`config.mk`:
```
export PLATFORM = sky130hd
export DESIGN_NAME = obpt_axis
export DESIGN_NICKNAME = d
export VERILOG_FILES = /design/src/obpt_pkg.sv /design/src/obpt_axis.sv
export SDC_FILE = /design/constraint.sdc
export NUM_CORES = 2
export LEC_CHECK = 0
export BUFFER_PORTS_ARGS = -buffer_cell sky130_fd_sc_hd__buf_2
export CORE_MARGIN = 2
export CORE_UTILIZATION = 45
export CTS_BUF_LIST = sky130_fd_sc_hd__clkbuf_4
export CTS_CLUSTER_DIAMETER = 200
export DETAILED_ROUTE_END_ITERATION = 6
export PLACE_DENSITY = 0.65
export SLEW_MARGIN = 20
export SYNTH_ARGS = -nofsm -noshare
export SYNTH_HDL_FRONTEND = slang
export SYNTH_SLANG_ARGS = --single-unit
```
`constraint.sdc`:
```
create_clock -name clk -period 21.4 [get_ports clk]
set_clock_uncertainty 0.05 [all_clocks]
set_input_delay 4.28 -clock clk [delete_from_list [all_inputs] [get_ports clk]]
set_output_delay 4.28 -clock clk [all_outputs]
set_load 0.005 [all_outputs]
```
`src/obpt_pkg.sv`:
```
// Shared types and constants for the oriented box point test block.
// No dependencies; imported by every module of the block.
package obpt_pkg;

    // Width of the slack register, fixed by the register map.
    localparam int TOL_WIDTH = 19;

    // Configuration register indexes.
    localparam int CFG_INDEX_WIDTH = 3;
    localparam logic [CFG_INDEX_WIDTH-1:0] REG_ROT_ROW0   = 3'd0;
    localparam logic [CFG_INDEX_WIDTH-1:0] REG_ROT_ROW1   = 3'd1;
    localparam logic [CFG_INDEX_WIDTH-1:0] REG_ROT_ROW2   = 3'd2;
    localparam logic [CFG_INDEX_WIDTH-1:0] REG_NEG_CENTER = 3'd3;
    localparam logic [CFG_INDEX_WIDTH-1:0] REG_BOX_SIZE   = 3'd4;
    localparam logic [CFG_INDEX_WIDTH-1:0] REG_TOLERANCE  = 3'd5;

    // Load enables of the pipeline stages inside the per-axis datapath.
    typedef struct packed {
        logic prod;   // product stage
        logic sum;    // sum stage
        logic cmp;    // compare stage
    } obpt_stage_en_t;

endpackage

```
`src/obpt_axis.sv`:
```
// One axis of the box test: row dot point, center offset, and the two bound compares.
// Three register stages (products, sum, compare). Depends on obpt_pkg.
module obpt_axis #(
    parameter int COORD_WIDTH = 20,
    parameter int COEF_WIDTH  = 18
) (
    input  logic                                clk,
    input  obpt_pkg::obpt_stage_en_t            en,
    input  logic signed [COORD_WIDTH-1:0]       pt_x,
    input  logic signed [COORD_WIDTH-1:0]       pt_y,
    input  logic signed [COORD_WIDTH-1:0]       pt_z,
    input  logic [3*COEF_WIDTH-1:0]             row,
    input  logic signed [COORD_WIDTH-1:0]       center,
    input  logic [COORD_WIDTH-1:0]              size,
    input  logic [obpt_pkg::TOL_WIDTH-1:0]      tol,
    output logic                                ok
);
    import obpt_pkg::*;

    localparam int PROD_WIDTH  = COORD_WIDTH + COEF_WIDTH;
    localparam int TRUNC_WIDTH = COORD_WIDTH + 2;
    localparam int SUM_WIDTH   = COORD_WIDTH + 4;
    localparam int CMP_WIDTH   = ((SUM_WIDTH > TOL_WIDTH + 1) ? SUM_WIDTH : TOL_WIDTH + 1) + 3;

    logic signed [COEF_WIDTH-1:0]  coef [3];
    logic signed [COORD_WIDTH-1:0] pt   [3];
    logic signed [PROD_WIDTH-1:0]  prod [3];

    logic signed [TRUNC_WIDTH-1:0] prod_reg  [3];
    logic signed [TRUNC_WIDTH-1:0] prod_next [3];
    logic signed [SUM_WIDTH-1:0]   sum_reg;
    logic signed [SUM_WIDTH-1:0]   sum_next;
    logic                          ok_reg;
    logic                          ok_next;

    logic signed [CMP_WIDTH-1:0] acc_ext;
    logic signed [CMP_WIDTH-1:0] tol_ext;
    logic signed [CMP_WIDTH-1:0] size_ext;
    logic signed [CMP_WIDTH-1:0] plus_tol;
    logic signed [CMP_WIDTH-1:0] minus_tol;
    logic signed [CMP_WIDTH-1:0] lo_margin;
    logic signed [CMP_WIDTH-1:0] hi_margin;

    assign pt[0] = pt_x;
    assign pt[1] = pt_y;
    assign pt[2] = pt_z;

    // Dropping the low fraction bits of a two's complement product floors it.
    always_comb
    begin
        for (int k = 0; k < 3; k++)
        begin
            coef[k]      = signed'(row[k*COEF_WIDTH +: COEF_WIDTH]);
            prod[k]      = PROD_WIDTH'(coef[k]) * PROD_WIDTH'(pt[k]);
            prod_next[k] = prod[k][PROD_WIDTH-1 -: TRUNC_WIDTH];
        end
    end

    assign sum_next = SUM_WIDTH'(prod_reg[0]) + SUM_WIDTH'(prod_reg[1])
                    + SUM_WIDTH'(prod_reg[2]) + SUM_WIDTH'(center);

    // Doubled bounds keep the half extent exact: -s <= 2(v+t) and 2(v-t) <= s.
    always_comb
    begin
        acc_ext   = CMP_WIDTH'(sum_reg);
        tol_ext   = signed'(CMP_WIDTH'(tol));
        size_ext  = signed'(CMP_WIDTH'(size));
        plus_tol  = acc_ext + tol_ext;
        minus_tol = acc_ext - tol_ext;
        lo_margin = (plus_tol <<< 1) + size_ext;
        hi_margin = size_ext - (minus_tol <<< 1);
        ok_next   = !lo_margin[CMP_WIDTH-1] && !hi_margin[CMP_WIDTH-1];
    end

    always_ff @(posedge clk)
    begin
        if (en.prod)
        begin
            for (int k = 0; k < 3; k++)
            begin
                prod_reg[k] <= prod_next[k];
            end
        end
        if (en.sum)
        begin
            sum_reg <= sum_next;
        end
        if (en.cmp)
        begin
            ok_reg <= ok_next;
        end
    end

    assign ok = ok_reg;

endmodule
```
==> metrics <==
post-synthesis mux area share=0%; Cell Area, Synth=about 0.045 sq mm; Yosys cell types=74; CP Launch Point=pt_z[11]; Crit path top cell by count=fa_1; register area=approximately 0.0027 sq mm; crit path DAT=roughly 11 ns; IO Pins=~180; die height=around 320 um; leading cell type in the layout, fill and taps excluded=inv_1; final instance area=between 0.04 and 0.05 sq mm; Worst-path clk slew=0.15 ns; asr flop ratio synth=0%; Area after DPL=between 0.04 and 0.05 sq mm; HP Start=prod_reg[0][44]; syn avg cell area=roughly 9.5 sq um; RSZ-0062 raised after global routing=false; share of layout cells above drive strength 1=around 4.6%; crit path max fanout=18; ys flop type=edfxtp_1; Fill cells=roughly 9,600; Rel. slew slack=about 26%; later-pin clock latency in the skew report=0.52 ns; crit path max-delay cell type=a41oi_1; worst stage delay on the critical path=around 0.75 ns; Remaining DRCs=0; post-synthesis compound-gate area fraction=between 4 and 5%; r2r startpoint=sum_reg[2]; sequential area share after synthesis=approximately 6.0%; max-slew violations=0; hold path cells=1; CTS max path bufs=2; setup_tns=0 ns; Final min period=10.44 ns; max FFs per register=between 60 and 70; Cell Rows=approximately 120; post-synthesis adder-cell area fraction=between 60 and 70%; TritonCTS clock tree=done; 1st-iter DRT viols=1,407; Worst R2R Path Depth=13; number of nets with antenna violations after routing=0; die width=321.1 um; kind of critical path=primary input to flop; met2 usage=36.05%; dpl hpwl=slightly below 90,000 um; # resized after CTS=0; Sink Count=91; iteration count of the initial detailed-routing pass=5; Fmax achieved=roughly 96 MHz; largest family of logic cells by synthesized area=adder cells; wire per inst=16.95 um; grt peak-use layer=met2; Initial Util=between 40% and 50%; EDFF count, synth=around 90; Crit. End Element=flop; gpl congestion=just under 0.9; IO buf count=around 180; via count=approximately 30,000; Num CTS Buffers=9; H-tree level count=3; Syn Nets=6,456; Max-Cap Viols=0; HP Class=flop to flop; total grt overflow=0; Hold Slack=~0.52 ns; CP Cell Sequence=buf_2 > nand2_1 > fa_1 > fa_1 > fa_1 > inv_1 > fa_1 > fa_1 > inv_1 > fa_1 > inv_1 > ha_1 > nand4_1 > nor2_1 > a41oi_1 > a21boi_1 > o21ai_1 > a21boi_1 > or3_1 > a31oi_1 > xnor2_1; Synth-to-Final Area Change=4.383%; met1 Use GR=28.67%; first-pass GRT wire length=174,800 um; Cells after Synth=roughly 4,800; outcome=completed; core footprint=0.09986 sq mm; final setup fails=0; CP Launch Type=primary input; initial antenna violation count=24; Global Route Usage Sum=approximately a fifth; post-synthesis xor/xnor area fraction=2.671%; CP required=21.62 ns; Post-Synth Simple-Gate Area=between 10% and 20%; nets@finish=roughly 6,500; Seq cells post-synth=around 90; R2R setup slack=16.67 ns; DR vias/cell=5.047; synth warn=0; GR Util met3=under 10%; clock root cell=clkbuf_4; Die ar.=around 0.1 sq mm; Slew @ Worst Pin=1.085 ns; area of the multi-input gates=between 0.03 and 0.04 sq mm; post-CTS setup buffers=0; commonest non-fill, non-tap cells in the layout=inv_1 (1,227), fa_1 (1,127), nand2_1 (531); part of the cycle the worst path needs=between 40% and 50%; final wirelength=approximately 100,000 um; hold buffers post-CTS=0; vias in the first global route=33,620; largest net degree at the start of global routing=67; Final Hold Viols=0
layer usage:
layer  up-vias  wire (um)
met1     15960      44550
met3       118       6260
met4        18       2060
met2       696      50490
li1      14010          -
met5         -        114
layout make-up:
type	count	share of cell area (%)
Tap cell	1298	3.439
Inverter	1230	9.776
Multi-Input combinational cell	3282	78.80
Clock inverter	7	0.1245
Timing Repair Buffer	177	1.881
Antenna cell	10	0.05299
Sequential cell	91	5.786
Clock buffer	9	0.1431
worst paths after layout:
| kind | end |
|---|---|
| max | prod_reg[0][52] |
| min | sum_reg[0] |
| max reg2reg | ok |
| min reg2reg | sum_reg[0] |
metrics by stage:
stage               util [%]  setup WS, ns  instances
floorplan                  -         10.98       4779
global placement       47.14         10.44       6078
detailed placement     47.14         10.43       6078
CTS                    47.27         11.02       6094
global route           47.28         10.71       6100
finish                 47.29         10.96       6104
cells in the mapped netlist (4+ instances only):
| cell type | instances | share of area (%) |
|---|---|---|
| nand2b_1 | 30 | 0.41 |
| nand3_1 | 25 | 0.28 |
| ha_1 | 373 | 10 |
| a211oi_1 | 6 | 0.10 |
| o21a_1 | 16 | 0.27 |
| a31oi_1 | 8 | 0.11 |
| nand4_1 | 19 | 0.26 |
| edfxtp_1 | 91 | 6.0 |
| o211ai_1 | 6 | 0.10 |
| xnor2_1 | 103 | 2.0 |
| a21oi_1 | 107 | 1.2 |
| nor2_1 | 122 | 1.0 |
| inv_1 | 1227 | 10 |
| o21ai_0 | 44 | 0.49 |
| o31ai_1 | 5 | 0.083 |
| o21ai_1 | 5 | 0.055 |
| a211o_1 | 6 | 0.12 |
| xor2_1 | 35 | 0.68 |
| or2_2 | 7 | 0.097 |
| nand2_1 | 531 | 4.4 |
| or3_1 | 5 | 0.069 |
| nor4_1 | 4 | 0.055 |
| a21o_1 | 43 | 0.71 |
| nor3_1 | 28 | 0.31 |
| o21bai_1 | 19 | 0.32 |
| or4_1 | 4 | 0.066 |
| fa_1 | 1127 | 50 |
| and2_1 | 525 | 7.3 |
| and4_1 | 5 | 0.097 |
| nor2b_1 | 15 | 0.21 |
| clkbuf_1 | 170 | 1.4 |
logic make-up after synthesis:
kind of cell,count (synthesis)
AO/OA/AOI/OAI,316
flip-flops,91
adder cells (fa/ha/maj),1500
XOR/XNOR,138
AND/OR/NAND/NOR,1328
buffers and inverters,1406
worst max-delay path: cells and delay by family:
family,cells,cell delay (ns)
AOI/OAI and AO/OA,5,1.68
xor gates and xnor gates,1,0.09
adders and majority gates,7,3.34
buffers and inverters,4,0.51
and+or+nand+nor,4,0.77
Power is left out: the tool's default activity adds up to more than one toggle a clock period on the data nets, which glitch-free logic cannot reach.
