[src/obpt_pkg.sv]
// Shared types and constants for the oriented box point test block.
// No dependencies; imported by every module of the block.
package obpt_pkg;

    // Width of the slack register, fixed by the register map.
    localparam int TOL_WIDTH = 19;

    // Configuration register indexes.
    localparam int CFG_INDEX_WIDTH = 3;
    localparam logic [CFG_INDEX_WIDTH-1:0] REG_ROT_ROW0   = 3'd0;
    localparam logic [CFG_INDEX_WIDTH-1:0] REG_ROT_ROW1   = 3'd1;
    localparam logic [CFG_INDEX_WIDTH-1:0] REG_ROT_ROW2   = 3'd2;
    localparam logic [CFG_INDEX_WIDTH-1:0] REG_NEG_CENTER = 3'd3;
    localparam logic [CFG_INDEX_WIDTH-1:0] REG_BOX_SIZE   = 3'd4;
    localparam logic [CFG_INDEX_WIDTH-1:0] REG_TOLERANCE  = 3'd5;

    // Load enables of the pipeline stages inside the per-axis datapath.
    typedef struct packed {
        logic prod;   // product stage
        logic sum;    // sum stage
        logic cmp;    // compare stage
    } obpt_stage_en_t;

endpackage

[src/obpt_cfg_regs.sv]
// Configuration register file of the oriented box point test block.
// Depends on obpt_pkg for the register indexes and the slack width.
module obpt_cfg_regs #(
    parameter int COORD_WIDTH = 20,
    parameter int COEF_WIDTH  = 18,
    parameter int CFG_WIDTH   = 60
) (
    input  logic                                   clk,
    input  logic                                   rst_n,
    input  logic                                   cfg_valid,
    input  logic [obpt_pkg::CFG_INDEX_WIDTH-1:0]   cfg_index,
    input  logic [CFG_WIDTH-1:0]                   cfg_data,
    output logic [3*COEF_WIDTH-1:0]                rot_row0,
    output logic [3*COEF_WIDTH-1:0]                rot_row1,
    output logic [3*COEF_WIDTH-1:0]                rot_row2,
    output logic [3*COORD_WIDTH-1:0]               neg_center,
    output logic [3*COORD_WIDTH-1:0]               box_size,
    output logic [obpt_pkg::TOL_WIDTH-1:0]         tolerance
);
    import obpt_pkg::*;

    logic [3*COEF_WIDTH-1:0]  rot_row0_reg;
    logic [3*COEF_WIDTH-1:0]  rot_row1_reg;
    logic [3*COEF_WIDTH-1:0]  rot_row2_reg;
    logic [3*COORD_WIDTH-1:0] neg_center_reg;
    logic [3*COORD_WIDTH-1:0] box_size_reg;
    logic [TOL_WIDTH-1:0]     tolerance_reg;

    // Bits above each register's packed fields are dropped; unknown indexes are ignored.
    always_ff @(posedge clk or negedge rst_n)
    begin
        if (!rst_n)
        begin
            rot_row0_reg   <= '0;
            rot_row1_reg   <= '0;
            rot_row2_reg   <= '0;
            neg_center_reg <= '0;
            box_size_reg   <= '0;
            tolerance_reg  <= '0;
        end
        else if (cfg_valid)
        begin
            case (cfg_index)
                REG_ROT_ROW0:   rot_row0_reg   <= cfg_data[3*COEF_WIDTH-1:0];
                REG_ROT_ROW1:   rot_row1_reg   <= cfg_data[3*COEF_WIDTH-1:0];
                REG_ROT_ROW2:   rot_row2_reg   <= cfg_data[3*COEF_WIDTH-1:0];
                REG_NEG_CENTER: neg_center_reg <= cfg_data[3*COORD_WIDTH-1:0];
                REG_BOX_SIZE:   box_size_reg   <= cfg_data[3*COORD_WIDTH-1:0];
                REG_TOLERANCE:  tolerance_reg  <= cfg_data[TOL_WIDTH-1:0];
                default:
                begin
                end
            endcase
        end
    end

    assign rot_row0   = rot_row0_reg;
    assign rot_row1   = rot_row1_reg;
    assign rot_row2   = rot_row2_reg;
    assign neg_center = neg_center_reg;
    assign box_size   = box_size_reg;
    assign tolerance  = tolerance_reg;

endmodule

[config.mk]
export PLATFORM = sky130hd
export DESIGN_NAME = obpt_cfg_regs
export DESIGN_NICKNAME = d
export VERILOG_FILES = /design/src/obpt_pkg.sv /design/src/obpt_cfg_regs.sv
export SDC_FILE = /design/constraint.sdc
export NUM_CORES = 1
export LEC_CHECK = 0
export ABC_AREA = 0
export BUFFER_PORTS_ARGS = -buffer_cell sky130_fd_sc_hd__buf_2
export CORE_UTILIZATION = 46
export CTS_CLUSTER_DIAMETER = 120
export DETAILED_ROUTE_END_ITERATION = 7
export PLACE_DENSITY = 0.82
export SLEW_MARGIN = 20
export SYNTH_ARGS = -nofsm -noshare
export SYNTH_HDL_FRONTEND = slang
export SYNTH_SLANG_ARGS = --single-unit
[constraint.sdc]
create_clock -name clk -period 0.8 [get_ports clk]
set_input_delay 0.12 -clock clk [delete_from_list [all_inputs] [get_ports clk]]
set_output_delay 0.12 -clock clk [all_outputs]
set_load 0.01 [all_outputs]
==> impl_metrics.py, run 1 <==
metrics = {
    "worst_setup_path": {
        "path_max_fanout": 2,
        "reg2reg_from": "box_size[51]$_DFFE_PN0P_",
        "startpoint": "box_size[51]$_DFFE_PN0P_",
        "rr_endpoint": "box_size[51]$_DFFE_PN0P_",
        "crit_family": "flip-flops",
        "crit_slowest_cell": "dfrtp_1",
        "max_stage_delay_ns": 0.44,
        "crit_required_ns": 0.68,
        "path_buf_inv": 1,
        "path_cells": "buf_2",
        "path_class": "register to output pin",
        "critical_path_cell_count": 1,
        "cp.arrival_ns": 1.18,
        "cp-end-kind": "output pin",
        "start_kind": "register",
        "reg2reg_slack_ns": -0.29,
        "endpoint": "box_size[51]",
        "r2r_cells": 3,
    },
    "floorplan": {
        "dieArea_mm2": 0.0253,
        "core_area_mm2": 0.0242,
        "die_w_um": 159,
        "die_h_um": 159,
        "pin_count": 367,
        "row_count": 57,
        "start_util": 0.467,
    },
    "sta": {
        "setup_viol": 567,
        "finalHoldViolCount": 0,
        "period_needed_ns": 1.30,
        "period_share": 1.63,
        "max_slew.worst_pin.slew_ns": 0.339,
        "slew_headroom": 0.774,
        "fin_skew_ns": 0,
        "max_freq_ghz": 0.768,
        "fin_ws_ns": -0.502,
        "final_max_slew_viol_count": 0,
        "rsz0062_at_grt": "yes",
    },
    "synth": {
        "ys_ff_latch": 301,
        "ys_warn_count": 0,
        "synthCells": 641,
        "yosysUniqueCellTypes": 11,
        "synth_area_per_cell_um2": 17.7,
        "syn_area_mm2": 0.0113,
        "ys_seq_area_frac": 0.665,
        "synth_fp_nets": 707,
    },
    "clocking": {
        "clock_sinks": 301,
        "cts.clk_slew.worst_paths_ns": 0.08,
        "h-tree-depth": 1,
        "cts_tree": "built",
        "clock_latency_ns": 0.55,
        "root_buffer": "clkbuf_16",
        "cts.path.max_buffers": 3,
        "cts_buffers": 30,
    },
    "global_routing": {
        "grt.overflow.total": 0,
        "track_usage": 0.304,
        "antenna_found_initial": 1,
        "grt_max_degree": 55,
        "grt_pass1_wl_um": 58700,
        "grt_pass1_vias": 9597,
    },
    "pwr": {
        "power_mw": 55.1,
        "pwr-share-clk": 0.269,
        "pwr-share-comb": 0.341,
        "p_sw_mw": 16.4,
        "p_per_area_mw_per_mm2": 2770,
        "switching_share": 0.298,
        "seqPwrFrac": 0.390,
        "power.internal_mw": 38.7,
        "ir_drop_v": 0.00247,
        "p_leak_nw": 9.83,
    },
    "detailed_routing": {
        "route.detailed.drc": 0,
        "routed_wl_um": 46400,
        "antenna_left": 0,
        "num_vias": 9008,
        "drtPass1Iterations": 4,
        "wl_per_cell_um": 27.7,
        "drtIter0Drc": 489,
        "viasPerCell": 5.37,
    },
    "status": {
        "status": "complete, but fails checks",
        "violations": "negative setup slack",
    },
    "job": {
        "maxCapViolCount": 0,
    },
    "place": {
        "io_buffers": 366,
        "place.gp.congestion": 0.767,
        "dp_hpwl_um": 19800,
        "placed_cells": 1345,
    },
    "hold_path": {
        "hp-class": "primary input to asynchronous set/reset pin",
    },
    "final_layout": {
        "drive_above_1_share": 0.725,
        "final_net_count": 1393,
        "fin_cells": 1676,
        "area_growth_pct": 75.7,
    },
}
[routing by layer]
layer | wire length (µm) | track usage | up-vias
li1 | - | - | 3641
met1 | 17200 | 0.368 | 4726
met2 | 23800 | 0.528 | 491
met3 | 2910 | 0.0583 | 150
met4 | 2430 | 0.138 | 0
met5 | 0 | 0 | -
[Yosys cell counts (all sizes together)]
cell	number	area share
nor4bb	1	0.00088
buf	33	0.030
dfrtp	301	0.67
nor4b	1	0.0013
nand4b	2	0.0015
and4bb	2	0.0022
mux2	301	0.30
[power by group through the flow]
| stage | registers (mW) | logic, mW | clock network [mW] |
|---|---|---|---|
| 3_3_place_gp | 20.4 | 10.6 | 0 |
| 6_report | 21.5 | 18.8 | 14.8 |
| 2_1_floorplan | 22.1 | 3.98 | 0 |
| 3_5_place_dp | 20.6 | 10.9 | 0 |
| 5_1_grt | 21.7 | 19.5 | 15.5 |
| 4_1_cts | 20.6 | 14.9 | 14.5 |
[worst min path at each step]
stage / from / endpoint / slack [ns] / cells past startpoint
2_1_floorplan: rst_n / box_size[0]$_DFFE_PN0P_ / -0.18 / 0
3_3_place_gp: rst_n / rot_row1[49]$_DFFE_PN0P_ / -0.06 / 1
3_5_place_dp: rst_n / rot_row1[49]$_DFFE_PN0P_ / -0.07 / 1
4_1_cts: rst_n / rot_row0[5]$_DFFE_PN0P_ / 0.10 / 3
5_1_grt: rst_n / rot_row0[6]$_DFFE_PN0P_ / 0.14 / 3
6_report: rst_n / rot_row0[6]$_DFFE_PN0P_ / 0.16 / 3
[cell usage in the layout, fill, tap and decap left out, types with 6 or more instances in the layout]
master         netlist  layout
buf_12               0      37
buf_16               0       8
buf_2                7     227
buf_4                4      71
buf_6               16     265
buf_8                6      12
clkbuf_1             0       7
clkbuf_16            0      36
clkinv_2             0       6
dfrtp_1            301     301
dlygate4sd3_1        0      62
mux2_2             213      58
mux2_4               0     243
[kinds of logic after synthesis]
logic type             after synthesis  synth area share
multiplexers                       301             0.299
AND/OR/NAND/NOR                      6           0.00597
flip-flops                         301             0.665
buffers and inverters               33            0.0296
[metrics by stage]
stage                     hold slack, ns   util  setup slack (ns)  setup TNS (ns)  area [µm²]
after global routing               0.140  0.820            -0.519         -166.26       19900
after detailed placement         -0.0653  0.595            -0.654         -171.63       14400
after CTS                          0.103  0.764            -0.445         -146.01       18500
final                              0.155  0.820            -0.502         -153.91       19900
after floorplan                   -0.176      -            -0.362          -93.75       12000
after global placement           -0.0646  0.595            -0.622         -164.58       14400
[final cells by class]
class                           count  area (µm²)
Antenna cell                        1        2.50
Tap cell                          324         405
Clock inverter                     15         169
Clock buffer                       41         843
Fill cell                        1089        4360
Sequential cell                   301        7530
Multi-Input combinational cell    307        4400
Timing Repair Buffer              687        6540
[what timing repair did]
action                                  CTS  global route
hold endpoints to repair                602             6
hold buffers                             62             1
pin swaps                                 2             2
endpoints found under the setup margin  468           573
gates cloned                             15             4
resized for setup                       193           258
buffers inserted                        138           121
Note: power is estimated with default switching activity, not from simulation.
==> run 2: changes to the inputs <==
--- a/config.mk
+++ b/config.mk
@@ -10,2 +10,3 @@
 export CORE_UTILIZATION = 46
+export CTS_BUF_LIST = sky130_fd_sc_hd__clkbuf_16
 export CTS_CLUSTER_DIAMETER = 120
==> constraint.sdc (replaced) <==
create_clock -name clk -period 0.8 [get_ports clk]
set_input_delay 0.2 -clock clk [delete_from_list [all_inputs] [get_ports clk]]
set_output_delay 0.2 -clock clk [all_outputs]
set_load 0.01 [all_outputs]
==> impl_metrics.py, run 2 (synthesized netlist as in run 1, its figures left out) <==
metrics = {
    "status": {
        "status": "complete, but fails checks",
        "violations": "negative setup slack",
    },
    "global_routing": {
        "antenna_found_initial": 0,
        "grt_pass1_wl_um": 61300,
        "grt_max_degree": 40,
        "grt_pass1_vias": 10000,
        "track_usage": 0.319,
        "grt.overflow.total": 0,
    },
    "clocking": {
        "clock_latency_ns": 0.56,
        "clock_sinks": 301,
        "cts_buffers": 30,
        "cts_tree": "built",
        "root_buffer": "clkbuf_16",
        "cts.path.max_buffers": 3,
        "cts.clk_slew.worst_paths_ns": 0.06,
        "h-tree-depth": 1,
    },
    "detailed_routing": {
        "routed_wl_um": 46800,
        "drtPass1Iterations": 5,
        "drtIter0Drc": 635,
        "viasPerCell": 5.39,
        "route.detailed.drc": 0,
        "wl_per_cell_um": 27.3,
        "num_vias": 9239,
        "antenna_left": 0,
    },
    "floorplan": {
        "core_area_mm2": 0.0242,
        "die_w_um": 159,
        "start_util": 0.467,
        "pin_count": 367,
        "die_h_um": 159,
        "dieArea_mm2": 0.0253,
        "row_count": 57,
    },
    "sta": {
        "finalHoldViolCount": 0,
        "fin_ws_ns": -0.554,
        "setup_viol": 601,
        "period_share": 1.69,
        "max_freq_ghz": 0.739,
        "final_max_slew_viol_count": 0,
        "fin_skew_ns": 0,
        "rsz0062_at_grt": "yes",
        "slew_headroom": 0.754,
        "period_needed_ns": 1.35,
        "max_slew.worst_pin.slew_ns": 0.369,
    },
    "place": {
        "dp_hpwl_um": 19800,
        "place.gp.congestion": 0.788,
        "io_buffers": 366,
    },
    "worst_setup_path": {
        "crit_slowest_cell": "dfrtp_1",
        "max_stage_delay_ns": 0.44,
        "crit_required_ns": 0.60,
        "r2r_cells": 3,
        "critical_path_cell_count": 1,
        "path_max_fanout": 2,
        "cp-end-kind": "output pin",
        "start_kind": "register",
        "crit_family": "flip-flops",
        "path_buf_inv": 1,
        "cp.arrival_ns": 1.15,
        "path_cells": "buf_6",
        "path_class": "register to output pin",
        "reg2reg_slack_ns": -0.28,
    },
    "final_layout": {
        "post-route-util": 0.834,
        "final_net_count": 1433,
        "final_cell_mix": "301 x dfrtp_1, 268 x buf_6, 258 x mux2_4",
        "n_antenna_cell": 0,
        "drive_above_1_share": 0.730,
        "final_common_cell": "dfrtp_1",
        "fill_cells": 1005,
        "area_growth_pct": 78.6,
    },
    "pwr": {
        "p_leak_nw": 10.2,
        "p_per_area_mw_per_mm2": 2690,
        "power_mw": 54.5,
        "ir_drop_v": 0.00235,
    },
    "hold_path": {
        "min_path_cells": 2,
        "hp-class": "primary input to register",
    },
    "job": {
        "maxCapViolCount": 0,
    },
}
-- run 2: repair_timing --
item | 4_1_cts | 5_1_grt
endpoints found under the hold margin | 584 | 0
endpoints found under the setup margin | 536 | 620
gates resized for setup | 244 | 238
buffers inserted | 149 | 146
pin swaps | 4 | 3
hold buffers | 58 | 0
cloned | 16 | 10
-- run 2: area by class of cell --
class / instances / area, µm² / area share
clock buffers: 31 / 776 / 0.0383
clock inverters: 23 / 126 / 0.00625
multi-input cells: 307 / 4460 / 0.220
flip-flops and latches: 301 / 7530 / 0.372
well taps: 324 / 405 / 0.0200
repair buffers: 727 / 6930 / 0.343
-- run 2: power by group --
group / leakage [nW] / internal, mW / switching (mW)
logic: 6.06 / 12.3 / 7.24
registers: 3.61 / 18.6 / 2.83
clock network: 0.483 / 7.27 / 6.19
-- run 2: per-stage QoR --
step / cells / instance area (µm²) / setup slack, ns / setup TNS [ns] / hold WS, ns
2_1_floorplan: 641 / 12000 / -0.442 / -117.83 / -0.0956
3_3_place_gp: 1347 / 14400 / -0.719 / -190.08 / 0.108
3_5_place_dp: 1347 / 14400 / -0.771 / -196.02 / 0.107
4_1_cts: 1624 / 18600 / -0.525 / -173.76 / 0.00647
5_1_grt: 1713 / 20200 / -0.567 / -199.51 / 0.0184
6_report: 1713 / 20200 / -0.554 / -188.73 / 0.0331
-- run 2: path summary, 6_finish.rpt --
path,startpoint,endpoint
min in group asynchronous,rst_n,rot_row2[48]$_DFFE_PN0P_
max in group asynchronous,rst_n,rot_row0[0]$_DFFE_PN0P_
max reg2reg,rot_row1[7]$_DFFE_PN0P_,rot_row1[7]$_DFFE_PN0P_
min,cfg_data[2],rot_row0[2]$_DFFE_PN0P_
max,rot_row0[51]$_DFFE_PN0P_,rot_row0[51]
min reg2reg,neg_center[14]$_DFFE_PN0P_,neg_center[14]$_DFFE_PN0P_
-- run 2: per-layer routing --
layer	up-vias	track usage	part of all wire
li1	3719	-	-
met1	4792	0.370	0.36
met2	520	0.572	0.51
met3	208	0.0559	0.067
met4	0	0.154	0.069
met5	-	0	0
-- run 2: worst reg2reg max path: stages, from the launching register on --
cell and delay [ns]:
dfrtp_1 0.43, buf_6 0.14, buf_4 0.13, mux2_4 0.27
